File: src/rtl/mmc3_bank_mapper_scanline_irq_unit_defines.svh
// Assertion macros shared by the bank mapper RTL.
// Depends on a clock named clk and an active-low reset named arst_n in scope.
`ifndef MMC3_BANK_MAPPER_SCANLINE_IRQ_UNIT_DEFINES_SVH
`define MMC3_BANK_MAPPER_SCANLINE_IRQ_UNIT_DEFINES_SVH

// Condition must hold in the same cycle as the trigger.
`define MMC3_ASSERT_SAME(label, pre, post) \
	label: assert property (@(posedge clk) disable iff (!arst_n) (pre) |-> (post)) \
		else $error("mmc3 assertion failed");

// Condition must hold in the cycle after the trigger.
`define MMC3_ASSERT_NEXT(label, pre, post) \
	label: assert property (@(posedge clk) disable iff (!arst_n) (pre) |=> (post)) \
		else $error("mmc3 assertion failed");

`endif

File: src/rtl/mmc3_pkg.sv
// Shared types and constants of the bank mapper with scanline IRQ.
// No dependencies.
package mmc3_pkg;

	localparam int CHR_BANK_BITS = 11;
	localparam int PRG_BANK_BITS = 6;
	localparam int ADDR_W        = 16;
	localparam int DATA_W        = 8;
	localparam int OFFSET_W      = 21;
	localparam int TARGET_W      = 3;
	localparam int PRG_CNT_W     = 7;
	localparam int CHR_CNT_W     = 12;
	localparam int CFG_IDX_W     = 2;
	localparam int CFG_DATA_W    = 12;
	localparam int DIV_STEPS     = 8;
	localparam int DIV_CNT_W     = 3;

	// Configuration register indexes.
	localparam logic [CFG_IDX_W-1:0] CFG_PRG_COUNT = 2'd0;
	localparam logic [CFG_IDX_W-1:0] CFG_CHR_COUNT = 2'd1;
	localparam logic [CFG_IDX_W-1:0] CFG_PRG_RAM   = 2'd2;

	// Access targets.
	localparam logic [TARGET_W-1:0] TGT_NONE = 3'd0;
	localparam logic [TARGET_W-1:0] TGT_CHR  = 3'd1;
	localparam logic [TARGET_W-1:0] TGT_NT   = 3'd2;
	localparam logic [TARGET_W-1:0] TGT_RAM  = 3'd3;
	localparam logic [TARGET_W-1:0] TGT_ROM  = 3'd4;

	// Address regions (address bits 15..13).
	localparam logic [2:0] RGN_CHR  = 3'd0;
	localparam logic [2:0] RGN_NT   = 3'd1;
	localparam logic [2:0] RGN_RAM  = 3'd3;
	localparam logic [2:0] RGN_BANK = 3'd4;
	localparam logic [2:0] RGN_MIRR = 3'd5;
	localparam logic [2:0] RGN_IRQL = 3'd6;

	localparam logic OP_WRITE = 1'b1;

	typedef enum logic [1:0] {
		ST_IDLE,
		ST_DIV,
		ST_EXEC,
		ST_RESP
	} state_t;

	// Commands from the controller to the datapath.
	typedef struct packed {
		logic load;
		logic step;
		logic exec;
	} ctl_cmd_t;

	// Status from the datapath to the controller.
	typedef struct packed {
		logic bank_data;
	} ctl_sts_t;

endpackage

File: src/rtl/mmc3_if.sv
// Request and result channel interfaces of the bank mapper.
// Depends on mmc3_pkg.
interface mmc3_req_if;
	logic                       valid;
	logic                       ready;
	logic                       op;
	logic [mmc3_pkg::ADDR_W-1:0] address;
	logic [mmc3_pkg::DATA_W-1:0] write_data;

	modport source(output valid, op, address, write_data, input ready);
	modport sink(input valid, op, address, write_data, output ready);
endinterface

interface mmc3_rsp_if;
	logic                          valid;
	logic                          ready;
	logic [mmc3_pkg::TARGET_W-1:0] target;
	logic [mmc3_pkg::OFFSET_W-1:0] physical_offset;
	logic [1:0]                    nametable_index;
	logic                          mirror_select;
	logic                          irq_line;

	modport source(output valid, target, physical_offset, nametable_index, mirror_select,
		irq_line, input ready);
	modport sink(input valid, target, physical_offset, nametable_index, mirror_select,
		irq_line, output ready);
endinterface

File: src/rtl/mmc3_ctrl.sv
// Controller state machine of the bank mapper: request handshake, divider sequencing.
// Depends on mmc3_pkg and the assertion macro header.
`include "mmc3_bank_mapper_scanline_irq_unit_defines.svh"

module mmc3_ctrl (
	input  logic               clk,
	input  logic               arst_n,
	input  logic               req_valid,
	output logic               req_ready,
	output logic               rsp_valid,
	input  logic               rsp_ready,
	input  mmc3_pkg::ctl_sts_t sts,
	output mmc3_pkg::ctl_cmd_t cmd
);
	import mmc3_pkg::*;

	state_t               state_q, state_d;
	logic [DIV_CNT_W-1:0] cnt_q, cnt_d;

	// State and step counter registers.
	always_ff @(posedge clk or negedge arst_n) begin
		if (!arst_n) begin
			state_q <= ST_IDLE;
			cnt_q   <= '0;
		end else begin
			state_q <= state_d;
			cnt_q   <= cnt_d;
		end
	end

	// Next state and commands.
	always_comb begin
		state_d   = state_q;
		cnt_d     = cnt_q;
		cmd       = '0;
		req_ready = 1'b0;
		rsp_valid = 1'b0;
		unique case (state_q)
			ST_IDLE: begin
				req_ready = 1'b1;
				if (req_valid) begin
					cmd.load = 1'b1;
					cnt_d    = '0;
					state_d  = sts.bank_data ? ST_DIV : ST_EXEC;
				end
			end
			ST_DIV: begin
				cmd.step = 1'b1;
				cnt_d    = cnt_q + 1'b1;
				if (cnt_q == DIV_CNT_W'(DIV_STEPS - 1)) begin
					state_d = ST_EXEC;
				end
			end
			ST_EXEC: begin
				cmd.exec = 1'b1;
				state_d  = ST_RESP;
			end
			ST_RESP: begin
				rsp_valid = 1'b1;
				if (rsp_ready) begin
					state_d = ST_IDLE;
				end
			end
			default: state_d = ST_IDLE;
		endcase
	end

	`MMC3_ASSERT_SAME(a_no_overlap, rsp_valid, !req_ready)
	`MMC3_ASSERT_NEXT(a_div_done, state_q == ST_DIV && cnt_q == DIV_CNT_W'(DIV_STEPS - 1),
		state_q == ST_EXEC)
	`MMC3_ASSERT_NEXT(a_exec_resp, state_q == ST_EXEC, state_q == ST_RESP)
	`MMC3_ASSERT_NEXT(a_plain_exec, req_valid && req_ready && !sts.bank_data,
		state_q == ST_EXEC)

endmodule

File: src/rtl/mmc3_dp.sv
// Datapath of the bank mapper: bank slots, IRQ counter, remainder unit, result register.
// Depends on mmc3_pkg.
module mmc3_dp (
	input  logic                           clk,
	input  logic                           arst_n,
	input  mmc3_pkg::ctl_cmd_t             cmd,
	output mmc3_pkg::ctl_sts_t             sts,
	input  logic                           cfg_we,
	input  logic [mmc3_pkg::CFG_IDX_W-1:0] cfg_index,
	input  logic [mmc3_pkg::CFG_DATA_W-1:0] cfg_data,
	input  logic                           op,
	input  logic [mmc3_pkg::ADDR_W-1:0]    address,
	input  logic [mmc3_pkg::DATA_W-1:0]    write_data,
	output logic [mmc3_pkg::TARGET_W-1:0]  target,
	output logic [mmc3_pkg::OFFSET_W-1:0]  physical_offset,
	output logic [1:0]                     nametable_index,
	output logic                           mirror_select,
	output logic                           irq_line
);
	import mmc3_pkg::*;

	// Configuration.
	logic [PRG_CNT_W-1:0]     prg_cnt_q;
	logic [CHR_CNT_W-1:0]     chr_cnt_q;
	logic                     ram_q;
	// Mapper state.
	logic [CHR_BANK_BITS-1:0] chr_slot_q [8];
	logic [PRG_BANK_BITS-1:0] prg_slot_q [4];
	logic [7:0]               bsel_q, latch_q, counter_q;
	logic                     reload_q, enable_q, a12_q, pending_q, mirror_q;
	// Item and remainder unit.
	logic                     op_q;
	logic [ADDR_W-1:0]        addr_q;
	logic [DATA_W-1:0]        data_q;
	logic [7:0]               rem_q, dvd_q;

	logic [2:0]               rgn;
	logic [PRG_BANK_BITS-1:0] prg_second_last;
	logic                     chr_sel;
	logic [CHR_CNT_W-1:0]     divisor;
	logic [7:0]               trial, rem_next;
	logic                     a12_rise;
	logic [7:0]               counter_d;
	logic                     reload_d, pending_d, enable_d, mirror_d;
	logic [TARGET_W-1:0]      tgt_d;
	logic [OFFSET_W-1:0]      off_d;
	logic [1:0]               nt_d;

	assign sts.bank_data = (op == OP_WRITE) && (address[15:13] == RGN_BANK) && address[0];

	assign rgn             = addr_q[15:13];
	assign prg_second_last = prg_cnt_q[PRG_BANK_BITS-1:0] - PRG_BANK_BITS'(2);

	// Bank registers 0-5 reduce modulo the CHR count, 6-7 modulo the PRG count.
	assign chr_sel  = (bsel_q[2:0] <= 3'd5);
	assign divisor  = chr_sel ? chr_cnt_q : CHR_CNT_W'(prg_cnt_q);
	assign trial    = {rem_q[6:0], dvd_q[7]};
	assign rem_next = (CHR_CNT_W'(trial) >= divisor) ? trial - divisor[7:0] : trial;

	// Result fields and IRQ update for the item being executed.
	always_comb begin
		tgt_d     = TGT_NONE;
		off_d     = '0;
		nt_d      = '0;
		a12_rise  = 1'b0;
		counter_d = counter_q;
		reload_d  = reload_q;
		pending_d = pending_q;
		enable_d  = enable_q;
		mirror_d  = mirror_q;
		priority if (rgn == RGN_CHR) begin
			tgt_d    = TGT_CHR;
			off_d    = {chr_slot_q[addr_q[12:10]], addr_q[9:0]};
			a12_rise = (op_q != OP_WRITE) && addr_q[12] && !a12_q;
		end else if (rgn == RGN_NT) begin
			tgt_d = TGT_NT;
			off_d = OFFSET_W'(addr_q[9:0]);
			nt_d  = addr_q[11:10];
		end else if (rgn == RGN_RAM) begin
			if (ram_q) begin
				tgt_d = TGT_RAM;
				off_d = OFFSET_W'(addr_q[12:0]);
			end
		end else if (rgn >= RGN_BANK) begin
			if (op_q == OP_WRITE) begin
				unique case (rgn)
					RGN_MIRR: if (!addr_q[0]) mirror_d = data_q[0];
					RGN_IRQL: if (addr_q[0]) reload_d = 1'b1;
					RGN_BANK: ;
					default: begin
						enable_d = addr_q[0];
						if (!addr_q[0]) pending_d = 1'b0;
					end
				endcase
			end else begin
				tgt_d = TGT_ROM;
				off_d = OFFSET_W'({prg_slot_q[rgn[1:0]], addr_q[12:0]});
			end
		end
		// Scanline counter clocked by an A12 rising edge.
		if (a12_rise) begin
			priority if (reload_q) begin
				counter_d = latch_q;
				reload_d  = 1'b0;
			end else if (counter_q == 8'd1) begin
				counter_d = '0;
				if (enable_q) pending_d = 1'b1;
			end else if (counter_q == 8'd0) begin
				counter_d = latch_q;
			end else begin
				counter_d = counter_q - 8'd1;
			end
		end
	end

	// Item capture, remainder steps and result register; no reset needed.
	always_ff @(posedge clk) begin
		if (cmd.load) begin
			op_q   <= op;
			addr_q <= address;
			data_q <= write_data;
			rem_q  <= '0;
			dvd_q  <= (address[0] && bsel_q[2:0] > 3'd5) ? {2'b00, write_data[5:0]}
				: write_data;
		end else if (cmd.step) begin
			rem_q <= rem_next;
			dvd_q <= {dvd_q[6:0], 1'b0};
		end
		if (cmd.exec) begin
			target          <= tgt_d;
			physical_offset <= off_d;
			nametable_index <= nt_d;
			mirror_select   <= mirror_d;
			irq_line        <= pending_d;
		end
	end

	// Mapper state and configuration.
	always_ff @(posedge clk or negedge arst_n) begin
		if (!arst_n) begin
			prg_cnt_q <= PRG_CNT_W'(32);
			chr_cnt_q <= CHR_CNT_W'(256);
			ram_q     <= 1'b1;
			for (int i = 0; i < 8; i++) chr_slot_q[i] <= CHR_BANK_BITS'(i);
			for (int i = 0; i < 3; i++) prg_slot_q[i] <= PRG_BANK_BITS'(30);
			prg_slot_q[3] <= PRG_BANK_BITS'(31);
			bsel_q    <= '0;
			latch_q   <= '0;
			counter_q <= '0;
			reload_q  <= 1'b0;
			enable_q  <= 1'b0;
			a12_q     <= 1'b0;
			pending_q <= 1'b0;
			mirror_q  <= 1'b0;
		end else begin
			if (cfg_we) begin
				unique case (cfg_index)
					CFG_PRG_COUNT: begin
						prg_cnt_q <= cfg_data[PRG_CNT_W-1:0];
						for (int i = 0; i < 3; i++)
							prg_slot_q[i] <= cfg_data[PRG_BANK_BITS-1:0] - PRG_BANK_BITS'(2);
						prg_slot_q[3] <= cfg_data[PRG_BANK_BITS-1:0] - PRG_BANK_BITS'(1);
					end
					CFG_CHR_COUNT: chr_cnt_q <= cfg_data;
					CFG_PRG_RAM:   ram_q     <= cfg_data[0];
					default: ;
				endcase
			end
			if (cmd.exec) begin
				counter_q <= counter_d;
				reload_q  <= reload_d;
				pending_q <= pending_d;
				enable_q  <= enable_d;
				mirror_q  <= mirror_d;
				if (rgn == RGN_CHR && op_q != OP_WRITE) a12_q <= addr_q[12];
				if (rgn == RGN_IRQL && op_q == OP_WRITE && !addr_q[0]) latch_q <= data_q;
				// Bank select and bank data registers.
				if (rgn == RGN_BANK && op_q == OP_WRITE) begin
					if (!addr_q[0]) begin
						bsel_q <= data_q;
					end else begin
						unique case (bsel_q[2:0])
							3'd0, 3'd1: begin
								chr_slot_q[{bsel_q[7], bsel_q[0], 1'b0}] <=
									CHR_BANK_BITS'({rem_q[7:1], 1'b0});
								chr_slot_q[{bsel_q[7], bsel_q[0], 1'b1}] <=
									CHR_BANK_BITS'({rem_q[7:1], 1'b1});
							end
							3'd2, 3'd3, 3'd4, 3'd5: begin
								chr_slot_q[{~bsel_q[7], 2'(bsel_q[2:0] - 3'd2)}] <=
									CHR_BANK_BITS'(rem_q);
							end
							3'd6: begin
								prg_slot_q[{bsel_q[6], 1'b0}]  <= rem_q[PRG_BANK_BITS-1:0];
								prg_slot_q[{~bsel_q[6], 1'b0}] <= prg_second_last;
							end
							default: prg_slot_q[1] <= rem_q[PRG_BANK_BITS-1:0];
						endcase
					end
				end
			end
		end
	end

endmodule

File: src/rtl/mmc3_bank_mapper_scanline_irq_unit.sv
// Top level of the bank mapper with scanline IRQ counter.
// Depends on mmc3_pkg, mmc3_if, mmc3_ctrl and mmc3_dp.
//
// Usage: each request on req is one bus access (op, address, write_data).
// The block answers with one result on rsp: target memory, translated byte
// offset, nametable index, current mirroring bit and the IRQ level after
// the access. The cfg port (cfg_we, cfg_index, cfg_data) sets the PRG and
// CHR bank counts and PRG RAM presence; write it only while idle.
// A taken request passes through the EXEC state, which registers the result,
// then the RESP state, which raises rsp.valid. A bank data write first passes
// through the DIV state, where its bank number goes through an 8-step bit-serial
// remainder unit. One access is in flight at a time: req is ready only in the
// idle state, so no new access is taken until the result has been taken.
// While rsp is stalled the result holds and req stays not ready.
// Reset loads the default bank counts, identity CHR slots, the last two
// PRG banks and clears the IRQ logic; no clearing pass is needed.
module mmc3_bank_mapper_scanline_irq_unit (
	input  logic                            clk,
	input  logic                            arst_n,
	mmc3_req_if.sink                        req,
	mmc3_rsp_if.source                      rsp,
	input  logic                            cfg_we,
	input  logic [mmc3_pkg::CFG_IDX_W-1:0]  cfg_index,
	input  logic [mmc3_pkg::CFG_DATA_W-1:0] cfg_data
);
	import mmc3_pkg::*;

	ctl_cmd_t cmd;
	ctl_sts_t sts;

	mmc3_ctrl u_ctrl (
		.clk       (clk),
		.arst_n    (arst_n),
		.req_valid (req.valid),
		.req_ready (req.ready),
		.rsp_valid (rsp.valid),
		.rsp_ready (rsp.ready),
		.sts       (sts),
		.cmd       (cmd)
	);

	mmc3_dp u_dp (
		.clk             (clk),
		.arst_n          (arst_n),
		.cmd             (cmd),
		.sts             (sts),
		.cfg_we          (cfg_we),
		.cfg_index       (cfg_index),
		.cfg_data        (cfg_data),
		.op              (req.op),
		.address         (req.address),
		.write_data      (req.write_data),
		.target          (rsp.target),
		.physical_offset (rsp.physical_offset),
		.nametable_index (rsp.nametable_index),
		.mirror_select   (rsp.mirror_select),
		.irq_line        (rsp.irq_line)
	);

endmodule
File: src/flat_wrapper.sv
// flat-port wrapper written by rule: the top's interface ports become plain ports
module mmc3_bank_mapper_scanline_irq_unit_flat import mmc3_pkg::*;
  (clk, arst_n, cfg_we, cfg_index, cfg_data, req_valid, req_op, req_address, req_write_data, req_ready, rsp_valid, rsp_target, rsp_physical_offset, rsp_nametable_index, rsp_mirror_select, rsp_irq_line, rsp_ready);
  mmc3_req_if req_i ();
  mmc3_rsp_if rsp_i ();
  input  logic clk;
  input  logic arst_n;
  input  logic cfg_we;
  input  logic [mmc3_pkg::CFG_IDX_W-1:0] cfg_index;
  input  logic [mmc3_pkg::CFG_DATA_W-1:0] cfg_data;
  input wire logic [$bits(req_i.valid)-1:0] req_valid;
  input wire logic [$bits(req_i.op)-1:0] req_op;
  input wire logic [$bits(req_i.address)-1:0] req_address;
  input wire logic [$bits(req_i.write_data)-1:0] req_write_data;
  output wire logic [$bits(req_i.ready)-1:0] req_ready;
  output wire logic [$bits(rsp_i.valid)-1:0] rsp_valid;
  output wire logic [$bits(rsp_i.target)-1:0] rsp_target;
  output wire logic [$bits(rsp_i.physical_offset)-1:0] rsp_physical_offset;
  output wire logic [$bits(rsp_i.nametable_index)-1:0] rsp_nametable_index;
  output wire logic [$bits(rsp_i.mirror_select)-1:0] rsp_mirror_select;
  output wire logic [$bits(rsp_i.irq_line)-1:0] rsp_irq_line;
  input wire logic [$bits(rsp_i.ready)-1:0] rsp_ready;
  assign req_i.valid = req_valid;
  assign req_i.op = req_op;
  assign req_i.address = req_address;
  assign req_i.write_data = req_write_data;
  assign req_ready = req_i.ready;
  assign rsp_valid = rsp_i.valid;
  assign rsp_target = rsp_i.target;
  assign rsp_physical_offset = rsp_i.physical_offset;
  assign rsp_nametable_index = rsp_i.nametable_index;
  assign rsp_mirror_select = rsp_i.mirror_select;
  assign rsp_irq_line = rsp_i.irq_line;
  assign rsp_i.ready = rsp_ready;
  mmc3_bank_mapper_scanline_irq_unit u_core (.clk(clk), .arst_n(arst_n), .req(req_i), .rsp(rsp_i), .cfg_we(cfg_we), .cfg_index(cfg_index), .cfg_data(cfg_data));
endmodule
File: config.mk
export PLATFORM = sky130hd
export DESIGN_NAME = mmc3_bank_mapper_scanline_irq_unit_flat
export DESIGN_NICKNAME = d
export VERILOG_FILES = /design/src/rtl/mmc3_pkg.sv /design/src/rtl/mmc3_if.sv /design/src/rtl/mmc3_ctrl.sv /design/src/rtl/mmc3_dp.sv /design/src/rtl/mmc3_bank_mapper_scanline_irq_unit.sv /design/src/flat_wrapper.sv
export VERILOG_INCLUDE_DIRS = /design/src /design/src/rtl
export SDC_FILE = /design/constraint.sdc
export NUM_CORES = 1
export LEC_CHECK = 0
export BUFFER_PORTS_ARGS = -buffer_cell sky130_fd_sc_hd__buf_4
export CORE_MARGIN = 4
export CORE_UTILIZATION = 35
export CTS_BUF_LIST = sky130_fd_sc_hd__clkbuf_8
export DETAILED_ROUTE_END_ITERATION = 6
export PLACE_DENSITY = 0.51
export SLEW_MARGIN = 10
export SYNTH_ARGS = -nofsm -noshare
export SYNTH_HDL_FRONTEND = slang
export SYNTH_SLANG_ARGS = --single-unit
File: constraint.sdc
create_clock -name clk -period 5.7 [get_ports clk]
set_input_delay 1.14 -clock clk [delete_from_list [all_inputs] [get_ports clk]]
set_output_delay 1.14 -clock clk [all_outputs]
set_load 0.02 [all_outputs]
==> impl_metrics.py, run 1 <==
metrics = {
    "run_status": {
        "status": "complete, no violations",
    },
    "timing": {
        "min_period_ps": 3346,
        "relSlewSlack": 0.2120,
        "fin_crit_sh": 0.5870,
        "setup_violations": 0,
        "skew_ps": 11.28,
        "fin_tns_setup_ps": 0,
        "setup_ws_ps": 2354,
        "rsz0062_at_grt": "false",
        "hold_violations": 0,
        "slew_violations": 0,
        "worst_pin_slew_ps": 1174,
        "max_freq_mhz": 298.9,
    },
    "yosys": {
        "synth_top_area_share": 0.2692,
        "synth_area_leaders": "dfrtp_1, edfxtp_1, mux2_2, dfstp_2, mux4_2",
        "yosys.area_share.xor_xnor": 0.01057,
        "ys_warn_count": 0,
        "synthCells": 816,
        "ys_ff_latch": 206,
        "synth_edf_count": 59,
        "synth_top_family_by_area": "multiplexers",
        "synth-seq-area-share": 0.5479,
        "synthMuxAreaShare": 0.1804,
        "yosysTopAreaCell": "dfrtp_1",
        "synth-simple-area-share": 0.1057,
        "synthAdderAreaFrac": 0.02969,
        "synth_compound_area_frac": 0.09660,
        "synth_cell_types": 67,
        "ys_async_sr_fraction": 0.6748,
        "ys_dominant_reg_cell": "dfrtp_1",
        "syn_area_um2": 9947,
        "synth.avg_cell_area_um2": 12.19,
    },
    "floorplan": {
        "start_util": 0.3561,
        "rows": 61,
        "die_h_um": 176.6,
        "die_area_um2": 31180,
        "fp.dieW_um": 176.6,
        "fp.coreArea_um2": 27930,
        "pin_count": 74,
    },
    "routing": {
        "ant_nets": 0,
        "dr_total_vias": 6592,
        "via_per_inst": 5.071,
        "routed_wl_mm": 23.85,
        "drt_first_pass_iters": 4,
        "drcViolationCount": 0,
        "avgRoutedWirePerCell_um": 18.35,
        "drtIter0Drc": 332,
    },
    "pwr": {
        "vdd_drop_max_mv": 0.1938,
        "leakage_nw": 4.915,
        "p_total_w": 0.005497,
        "power_density_nw_per_um2": 473.2,
    },
    "cells_and_area": {
        "syn2layout_area_growth_pct": 16.78,
        "multi_input_area_um2": 4227,
        "final_common_cell": "dfrtp_1",
        "final_nets": 960,
        "fillers": 2717,
        "seq_area_um2": 5450,
        "final_cell_mix": "dfrtp_1, mux2_2, nand2_1",
        "post-route-util": 0.4158,
        "fin_area_um2": 11620,
        "drive_above_1_share": 0.3178,
        "antenna_cells": 0,
    },
    "worst_setup_path": {
        "cp_common_cell": "ha_1",
        "critPathRequiredTime_ps": 6150,
        "critPathSlowestCell": "ha_1",
        "crit_chain": "ha_1 > mux2_2 > ha_1 > inv_1 > fa_1 > nand3_1 > a311oi_1 > o22ai_1 > or3_1 > a31oi_1",
        "path_class": "reg -> reg",
        "cpLargestDelayFamily": "adder cells",
        "path_max_fanout": 15,
        "max_stage_delay_ps": 630,
        "cp-start-kind": "register",
        "critPathCaptureType": "register",
        "path_buf_inv": 1,
        "arrival_ps": 3800,
    },
    "grt": {
        "grt_antenna_before_repair": 0,
        "overflow": 0,
        "grt_first_pass_wirelength_mm": 37.95,
        "grt_max_degree": 70,
        "grt_pass1_vias": 6657,
        "grtUsageTotal": 0.1542,
    },
    "clock_tree": {
        "cts_tree": "done",
        "cts_max_level": 2,
        "cts_buffers": 38,
        "cts_buffer_depth": 3,
        "ctsHoldBuffers": 0,
        "cts_resized": 0,
        "clock_latency_ps": 530,
        "cts_root_buf": "clkbuf_8",
        "clk_pin_slew_ps": 60,
        "clock_sinks": 206,
        "post_cts_buffers": 0,
    },
    "placed_design": {
        "preCtsSetupSlack_ps": 2382,
        "gp_congestion": 0.7929,
        "portBuffers": 71,
        "post_dp_cell_area_um2": 10840,
        "hpwl_mm": 16.39,
    },
    "run": {
        "drv_cap": 0,
    },
    "worst_hold_path": {
        "hold_path.class": "reg -> reg",
    },
}
cells in the mapped netlist (all sizes together), types with 3 or more instances:
cell       n
nand2     81
nor4       3
a211oi     9
o2bb2ai    5
and2      12
xor2       5
nand3      9
a22o       3
a31oi      6
o31ai      7
edfxtp    59
a32o       4
o211ai     5
dfxtp      8
dfrtp    107
inv       23
nor3b      9
nor3      18
nand3b     4
a21oi     36
ha        22
nor2      38
buf       13
dfstp     32
o21ai     65
mux2      92
clkbuf    30
nand2b     7
and3       6
mux4      22
nor2b      6
xnor2      7
or2        3
mux2i     24
nand4      5
or3        4
metal layers:
metal / vias to the layer above / wire length (µm) / global-route usage
met1: 3277 / 11300 / 0.2198
met3: 44 / 854 / 0.02805
met2: 121 / 11180 / 0.2416
li1: 3150 / - / -
met4: 0 / 516 / 0.04610
met5: - / 0 / 0
registers in the layout, summed over array words and instances (netlist names), 3 cells and up:
name                         flops
u_core.u_dp.counter_q            8
u_core.u_dp.latch_q              8
u_core.u_dp.chr_slot_q          64
u_core.u_dp.physical_offset     19
u_core.u_dp.addr_q              16
u_core.u_dp.prg_slot_q          24
u_core.u_dp.data_q               8
u_core.u_dp.dvd_q                8
u_core.u_dp.chr_cnt_q           12
u_core.u_ctrl.cnt_q              3
u_core.u_dp.bsel_q               5
u_core.u_dp.rem_q                8
u_core.u_dp.target               3
u_core.u_dp.prg_cnt_q            7
through the flow:
step                      std cells  hold slack [ps]
after detailed placement       1231            465.3
after global placement         1231            461.6
after global routing           1300            483.5
after floorplan                 817            444.8
after CTS                      1300            478.5
final                          1300            474.6
final cells by class:
type                       count  share of cell area
tap                          378             0.04072
multi-input combinational    544              0.3639
clock inverter                24             0.01379
timing repair buffer          79             0.05138
clock buffer                  45             0.05332
sequential                   206              0.4692
inverter                      24            0.007755
power breakdown:
group	switching, W	leakage (nW)	internal, W	total (W)
logic	0.000940	2.09	0.000769	0.00171
registers	0.000371	2.38	0.00198	0.00235
clock network	0.000623	0.447	0.000813	0.00144
cells by family (layout without fill, tap and decap cells):
kind of cell             after synthesis  in the layout
AND/OR/NAND/NOR                      213            213
flip-flops                           206            206
XOR/XNOR                              12             12
buffers and inverters                 67            172
adder cells (fa/ha/maj)               23             23
AO/OA/AOI/OAI                        156            156
other                                  1              2
multiplexers                         138            138
worst paths after layout:
kind,slack [ps],endpoint,startpoint,depth (start not counted)
worst min-delay path,470,u_core.u_dp.latch_q[4],u_core.u_dp.data_q[4],1
max in group asynchronous,4100,u_core.u_dp.chr_slot_q[45],arst_n,2
min in group asynchronous,610,u_core.u_dp.latch_q[4],arst_n,1
worst max register to register,2350,u_core.u_dp.rem_q[3],u_core.u_dp.bsel_q[1],10
worst max-delay path,2350,u_core.u_dp.rem_q[3],u_core.u_dp.bsel_q[1],10
worst min register to register,470,u_core.u_dp.latch_q[4],u_core.u_dp.data_q[4],1
(Power assumes the default switching activity.)
==> run 2: changes to the inputs <==
==> constraint.sdc (replaced) <==
create_clock -name clk -period 3.4 [get_ports clk]
set_input_delay 0.68 -clock clk [delete_from_list [all_inputs] [get_ports clk]]
set_output_delay 0.68 -clock clk [all_outputs]
set_load 0.02 [all_outputs]
==> run 2 against run 1 <==
Flip-flop and latch count did not move. Critical path depth fell by 1. Via count increased by 0.93%. Critical endpoint unchanged.
==> impl_metrics.py, run 2 (synthesis gave the netlist of run 1 again) <==
metrics = {
    "timing": {
        "slew_violations": 0,
        "max_freq_mhz": 330.7,
        "fin_tns_setup_ps": 0,
        "hold_violations": 0,
        "fin_crit_sh": 0.8894,
        "min_period_ps": 3024,
        "worst_pin_slew_ps": 1162,
        "skew_ps": 12.43,
        "setup_violations": 0,
        "relSlewSlack": 0.2204,
        "setup_ws_ps": 376.1,
        "rsz0062_at_grt": "false",
    },
    "clock_tree": {
        "cts_buffer_depth": 3,
        "ctsHoldBuffers": 0,
        "clock_latency_ps": 520,
        "post_cts_buffers": 0,
        "cts_tree": "done",
        "cts_root_buf": "clkbuf_8",
        "cts_resized": 0,
        "clock_sinks": 206,
        "cts_buffers": 37,
        "cts_max_level": 2,
        "clk_pin_slew_ps": 60,
    },
    "grt": {
        "grt_max_degree": 63,
        "grtUsageTotal": 0.1562,
        "grt_first_pass_wirelength_mm": 38.33,
        "grt_pass1_vias": 6761,
        "grt_antenna_before_repair": 0,
        "overflow": 0,
    },
    "floorplan": {
        "pin_count": 74,
        "start_util": 0.3561,
        "die_area_um2": 31180,
        "die_h_um": 176.6,
        "fp.coreArea_um2": 27930,
        "fp.dieW_um": 176.6,
        "rows": 61,
    },
    "worst_setup_path": {
        "path_class": "reg -> reg",
        "critPathCaptureType": "register",
        "critPathRequiredTime_ps": 3840,
        "path_max_fanout": 11,
        "r2r_cells": 9,
        "arrival_ps": 3470,
        "cp-start-kind": "register",
    },
    "run": {
        "drv_cap": 0,
    },
    "placed_design": {
        "gp_congestion": 0.8463,
        "portBuffers": 71,
        "hpwl_mm": 16.70,
        "preCtsSetupSlack_ps": 403.3,
    },
    "cells_and_area": {
        "final_cell_mix": "dfrtp_1, buf_4, mux2_2",
        "top_register": "u_core.u_dp.chr_slot_q",
        "post-route-util": 0.4187,
        "antenna_cells": 0,
        "largest_reg_flops": 64,
        "final_common_cell": "dfrtp_1",
        "largestRegisters": "u_core.u_dp.chr_slot_q (64), u_core.u_dp.prg_slot_q (24), u_core.u_dp.physical_offset (19)",
        "drive_above_1_share": 0.3276,
        "syn2layout_area_growth_pct": 17.58,
        "final_nets": 973,
    },
    "routing": {
        "drt_first_pass_iters": 6,
        "via_per_inst": 5.071,
        "drcViolationCount": 0,
        "dr_total_vias": 6653,
        "ant_nets": 0,
        "avgRoutedWirePerCell_um": 18.39,
        "drtIter0Drc": 584,
        "routed_wl_mm": 24.13,
    },
    "run_status": {
        "status": "complete, no violations",
    },
    "pwr": {
        "p_total_w": 0.009138,
        "vdd_drop_max_mv": 0.3652,
        "leakage_nw": 4.963,
        "power_density_nw_per_um2": 781.3,
    },
    "worst_hold_path": {
        "hold_path.class": "in -> async",
    },
}
## run 2: cell count changes in the layout (fill, tap and decap cells not counted), sizes merged
cell      previous run  this run
buf                 79        93
clkbuf              45        48
bufinv               2         0
clkinvlp             1         2
inv                 38        35
clkinv               7         6
## run 2: worst max-delay path, cell delays in order, from the launching register on
cell	delay, ps
dfrtp_1	450
ha_1	290
buf_4	240
mux2i_1	330
ha_1	210
nand4_1	100
a311oi_1	440
o22ai_1	300
or3_1	420
a31oi_1	160
## run 2: power breakdown
part	internal, W	switching, W
logic	0.00134	0.00173
registers	0.00332	0.000467
clock network	0.00126	0.00101
## run 2: worst paths after layout
check	startpoint	end	slack (ps)
worst min-delay path	arst_n	u_core.u_dp.counter_q[5]	140
min in group clk	req_address[12]	u_core.u_dp.addr_q[12]	340
worst min register to register	u_core.u_dp.data_q[3]	u_core.u_dp.latch_q[3]	480
worst max-delay path	u_core.u_dp.bsel_q[1]	u_core.u_dp.rem_q[3]	380
worst max register to register	u_core.u_dp.bsel_q[1]	u_core.u_dp.rem_q[3]	380
max in group asynchronous	arst_n	u_core.u_dp.chr_slot_q[1]	2380
## run 2: stage by stage
step                instances  area, µm²  hold slack, ps
floorplan                 817       9951           384.4
global placement         1245      10950           461.7
detailed placement       1245      10950           466.0
CTS                      1312      11700           159.0
global route             1312      11700           176.0
finish                   1312      11700           141.5
## run 2: metal layers
layer / vias up / GRT usage / share of wire
met3: 35 / 0.02741 / 0.036
met2: 144 / 0.2480 / 0.46
met1: 3296 / 0.2214 / 0.48
met4: 0 / 0.04449 / 0.020
met5: - / 0 / 0
li1: 3178 / - / -
## run 2: layout make-up
cell class | instances | area [µm²]
tap | 378 | 473.0
timing repair buffer | 93 | 714.4
sequential | 206 | 5450
fill | 2722 | 16240
clock inverter | 19 | 81.33
multi-input combinational | 544 | 4227
clock buffer | 48 | 660.6
inverter | 24 | 90.09
==> run 3: changes to the inputs <==
--- a/config.mk
+++ b/config.mk
@@ -6,10 +6,12 @@
 export SDC_FILE = /design/constraint.sdc
 export NUM_CORES = 1
 export LEC_CHECK = 0
+export ABC_AREA = 1
 export BUFFER_PORTS_ARGS = -buffer_cell sky130_fd_sc_hd__buf_4
 export CORE_MARGIN = 4
 export CORE_UTILIZATION = 35
 export CTS_BUF_LIST = sky130_fd_sc_hd__clkbuf_8
+export CTS_CLUSTER_SIZE = 16
 export DETAILED_ROUTE_END_ITERATION = 6
 export PLACE_DENSITY = 0.51
 export SLEW_MARGIN = 10
==> run 3 against run 2 <==
Sequential share of layout area grew 0.63 points. Die area shrank 0.80%. Non-clock buffer count shrank 12. Routed wire length grew 9.3%. Via count grew 19%. Flip-flop and latch count is the same. Count of clock-buffer cells in the layout shrank 3. Critical path depth grew 4. Fmax grew 10%. Synthesized cell count grew 38%.
==> impl_metrics.py, run 3 <==
metrics = {
    "run_status": {
        "status": "complete, no violations",
    },
    "cells_and_area": {
        "largest_reg_flops": 64,
        "top_register": "u_core.u_dp.chr_slot_q",
        "final_common_cell": "nand2_1",
        "syn2layout_area_growth_pct": 17.00,
        "largestRegisters": "u_core.u_dp.chr_slot_q (64), u_core.u_dp.prg_slot_q (24), u_core.u_dp.physical_offset (19)",
        "drive_above_1_share": 0.1409,
        "antenna_cells": 0,
        "post-route-util": 0.4154,
        "final_nets": 1280,
        "final_cell_mix": "nand2_1, o21ai_0, inv_1",
    },
    "placed_design": {
        "gp_congestion": 0.8233,
        "hpwl_mm": 18.33,
        "portBuffers": 71,
    },
    "routing": {
        "drtIter0Drc": 677,
        "drt_first_pass_iters": 5,
        "ant_nets": 0,
        "dr_total_vias": 7911,
        "routed_wl_mm": 26.37,
        "avgRoutedWirePerCell_um": 16.28,
        "drcViolationCount": 0,
        "via_per_inst": 4.883,
    },
    "clock_tree": {
        "clk_pin_slew_ps": 60,
        "cts_buffer_depth": 3,
        "ctsHoldBuffers": 0,
        "cts_resized": 0,
        "clock_sinks": 206,
        "cts_buffers": 38,
        "clock_latency_ps": 520,
        "cts_root_buf": "clkbuf_8",
        "post_cts_buffers": 0,
        "cts_tree": "done",
        "cts_max_level": 2,
    },
    "yosys": {
        "synth_top_area_share": 0.2715,
        "synth_edf_count": 59,
        "synth-seq-area-share": 0.5526,
        "ys_dominant_reg_cell": "dfrtp_1",
        "synthAdderAreaFrac": 0.02994,
        "synth_area_leaders": "dfrtp_1, edfxtp_1, nand2_1, dfstp_2, o21ai_0",
        "ys_async_sr_fraction": 0.6748,
        "synthCells": 1130,
        "synth-simple-area-share": 0.1923,
        "synth_compound_area_frac": 0.1458,
        "syn_area_um2": 9863,
        "synth_top_family_by_area": "simple AND/OR/NAND/NOR gates",
        "ys_warn_count": 0,
        "yosysTopAreaCell": "dfrtp_1",
        "synth.most_common_cell": "nand2_1",
        "synth_cell_types": 41,
        "ys_top_cells_by_count": "nand2_1, o21ai_0, inv_1",
        "yosys.area_share.xor_xnor": 0.008880,
        "ys_ff_latch": 206,
        "synth.avg_cell_area_um2": 8.729,
        "synthMuxAreaShare": 0.007865,
    },
    "timing": {
        "setup_violations": 0,
        "fin_crit_sh": 0.8065,
        "worst_pin_slew_ps": 719.8,
        "slew_violations": 0,
        "min_period_ps": 2742,
        "relSlewSlack": 0.5188,
        "fin_tns_setup_ps": 0,
        "skew_ps": 18.13,
        "hold_violations": 0,
        "rsz0062_at_grt": "false",
        "max_freq_mhz": 364.7,
    },
    "worst_setup_path": {
        "r2r_slack_ps": 660,
        "crit_chain": "ha_1 > inv_1 > o21ai_0 > ha_1 > inv_1 > fa_1 > nand2_1 > nand2_1 > nand3_1 > nand3_1 > nand2_1 > nand3_1 > nand2_1",
        "max_stage_delay_ps": 500,
        "cp-start-kind": "register",
        "path_buf_inv": 2,
        "cpLargestDelayFamily": "simple AND/OR/NAND/NOR gates",
        "critPathRequiredTime_ps": 3860,
        "path_class": "reg -> reg",
        "cp_common_cell": "nand2_1",
        "r2r-end": "u_core.u_dp.rem_q[6]",
        "r2r_start": "u_core.u_dp.bsel_q[1]",
        "arrival_ps": 3200,
        "critPathCaptureType": "register",
        "path_max_fanout": 10,
        "critPathSlowestCell": "dfrtp_1",
        "r2r_cells": 13,
    },
    "pwr": {
        "power_density_nw_per_um2": 753.1,
        "vdd_drop_max_mv": 0.2784,
        "leakage_nw": 5.296,
        "p_total_w": 0.008690,
    },
    "floorplan": {
        "start_util": 0.3550,
        "rows": 61,
        "die_h_um": 175.9,
        "pin_count": 74,
        "fp.dieW_um": 175.9,
        "fp.coreArea_um2": 27780,
        "die_area_um2": 30930,
    },
    "worst_hold_path": {
        "hold_path.class": "in -> async",
    },
    "grt": {
        "grt_pass1_vias": 7724,
        "grtUsageTotal": 0.1708,
        "grt_max_degree": 71,
        "grt_antenna_before_repair": 0,
        "grt_first_pass_wirelength_mm": 42.32,
        "overflow": 0,
    },
    "run": {
        "drv_cap": 0,
    },
}
[run 3: changes by cell type after synthesis, moves of 52 or more]
cell	change
nand2_1	+199
nor2_1	+57
o21ai_0	+102
nand3_1	+52
inv_1	+93
mux2_2	-80
[run 3: report_power, final]
| part | internal, W | total, W | leakage (nW) | switching, W |
|---|---|---|---|---|
| clock network | 0.00128 | 0.00231 | 0.436 | 0.00103 |
| registers | 0.00326 | 0.00365 | 2.39 | 0.000387 |
| logic | 0.000948 | 0.00274 | 2.47 | 0.00179 |
[run 3: cell type report]
| class | count | area [µm²] |
|---|---|---|
| clock buffer | 45 | 619.3 |
| clock inverter | 24 | 123.9 |
| fill | 2915 | 16240 |
| inverter | 119 | 446.7 |
| multi-input combinational | 767 | 3802 |
| sequential | 206 | 5450 |
| tap | 378 | 473.0 |
| timing repair buffer | 81 | 624.3 |
[run 3: cell families (layout without fill, tap and decap cells)]
family,after synthesis,after routing
adder cells (fa/ha/maj),23,23
AND/OR/NAND/NOR,461,461
XOR/XNOR,10,10
multiplexers,7,7
other,1,2
flip-flops,206,206
buffers and inverters,158,269
AO/OA/AOI/OAI,264,264
[run 3: stage by stage]
| step | hold slack [ps] | cells | setup slack (ps) | instance area [µm²] |
|---|---|---|---|---|
| floorplan | 384.4 | 1131 | 907.1 | 9867 |
| global placement | 446.9 | 1551 | 727.3 | 10800 |
| detailed placement | 446.9 | 1551 | 691.1 | 10800 |
| CTS | 41.55 | 1620 | 651.9 | 11540 |
| global route | 46.52 | 1620 | 378.7 | 11540 |
| finish | 53.88 | 1620 | 657.9 | 11540 |
[run 3: worst max-delay path by stage]
stage	start	end	slack [ps]	cells after the start
6_report	u_core.u_dp.bsel_q[1]	u_core.u_dp.rem_q[6]	660	13
5_1_grt	u_core.u_dp.bsel_q[1]	u_core.u_dp.rem_q[4]	380	13
4_1_cts	u_core.u_dp.bsel_q[1]	u_core.u_dp.rem_q[6]	650	12
3_5_place_dp	u_core.u_dp.bsel_q[1]	u_core.u_dp.rem_q[6]	690	12
3_3_place_gp	u_core.u_dp.bsel_q[1]	u_core.u_dp.rem_q[5]	730	12
2_1_floorplan	u_core.u_ctrl.state_q[0]	u_core.u_dp.chr_slot_q[28]	910	10
[run 3: routing by layer]
layer  vias to the layer above  part of all wire  global-route usage
met2                       176              0.46              0.2737
li1                       3957                 -                   -
met5                         -                 0                   0
met4                         0             0.019             0.04581
met1                      3730              0.48              0.2418
met3                        48             0.044             0.02841
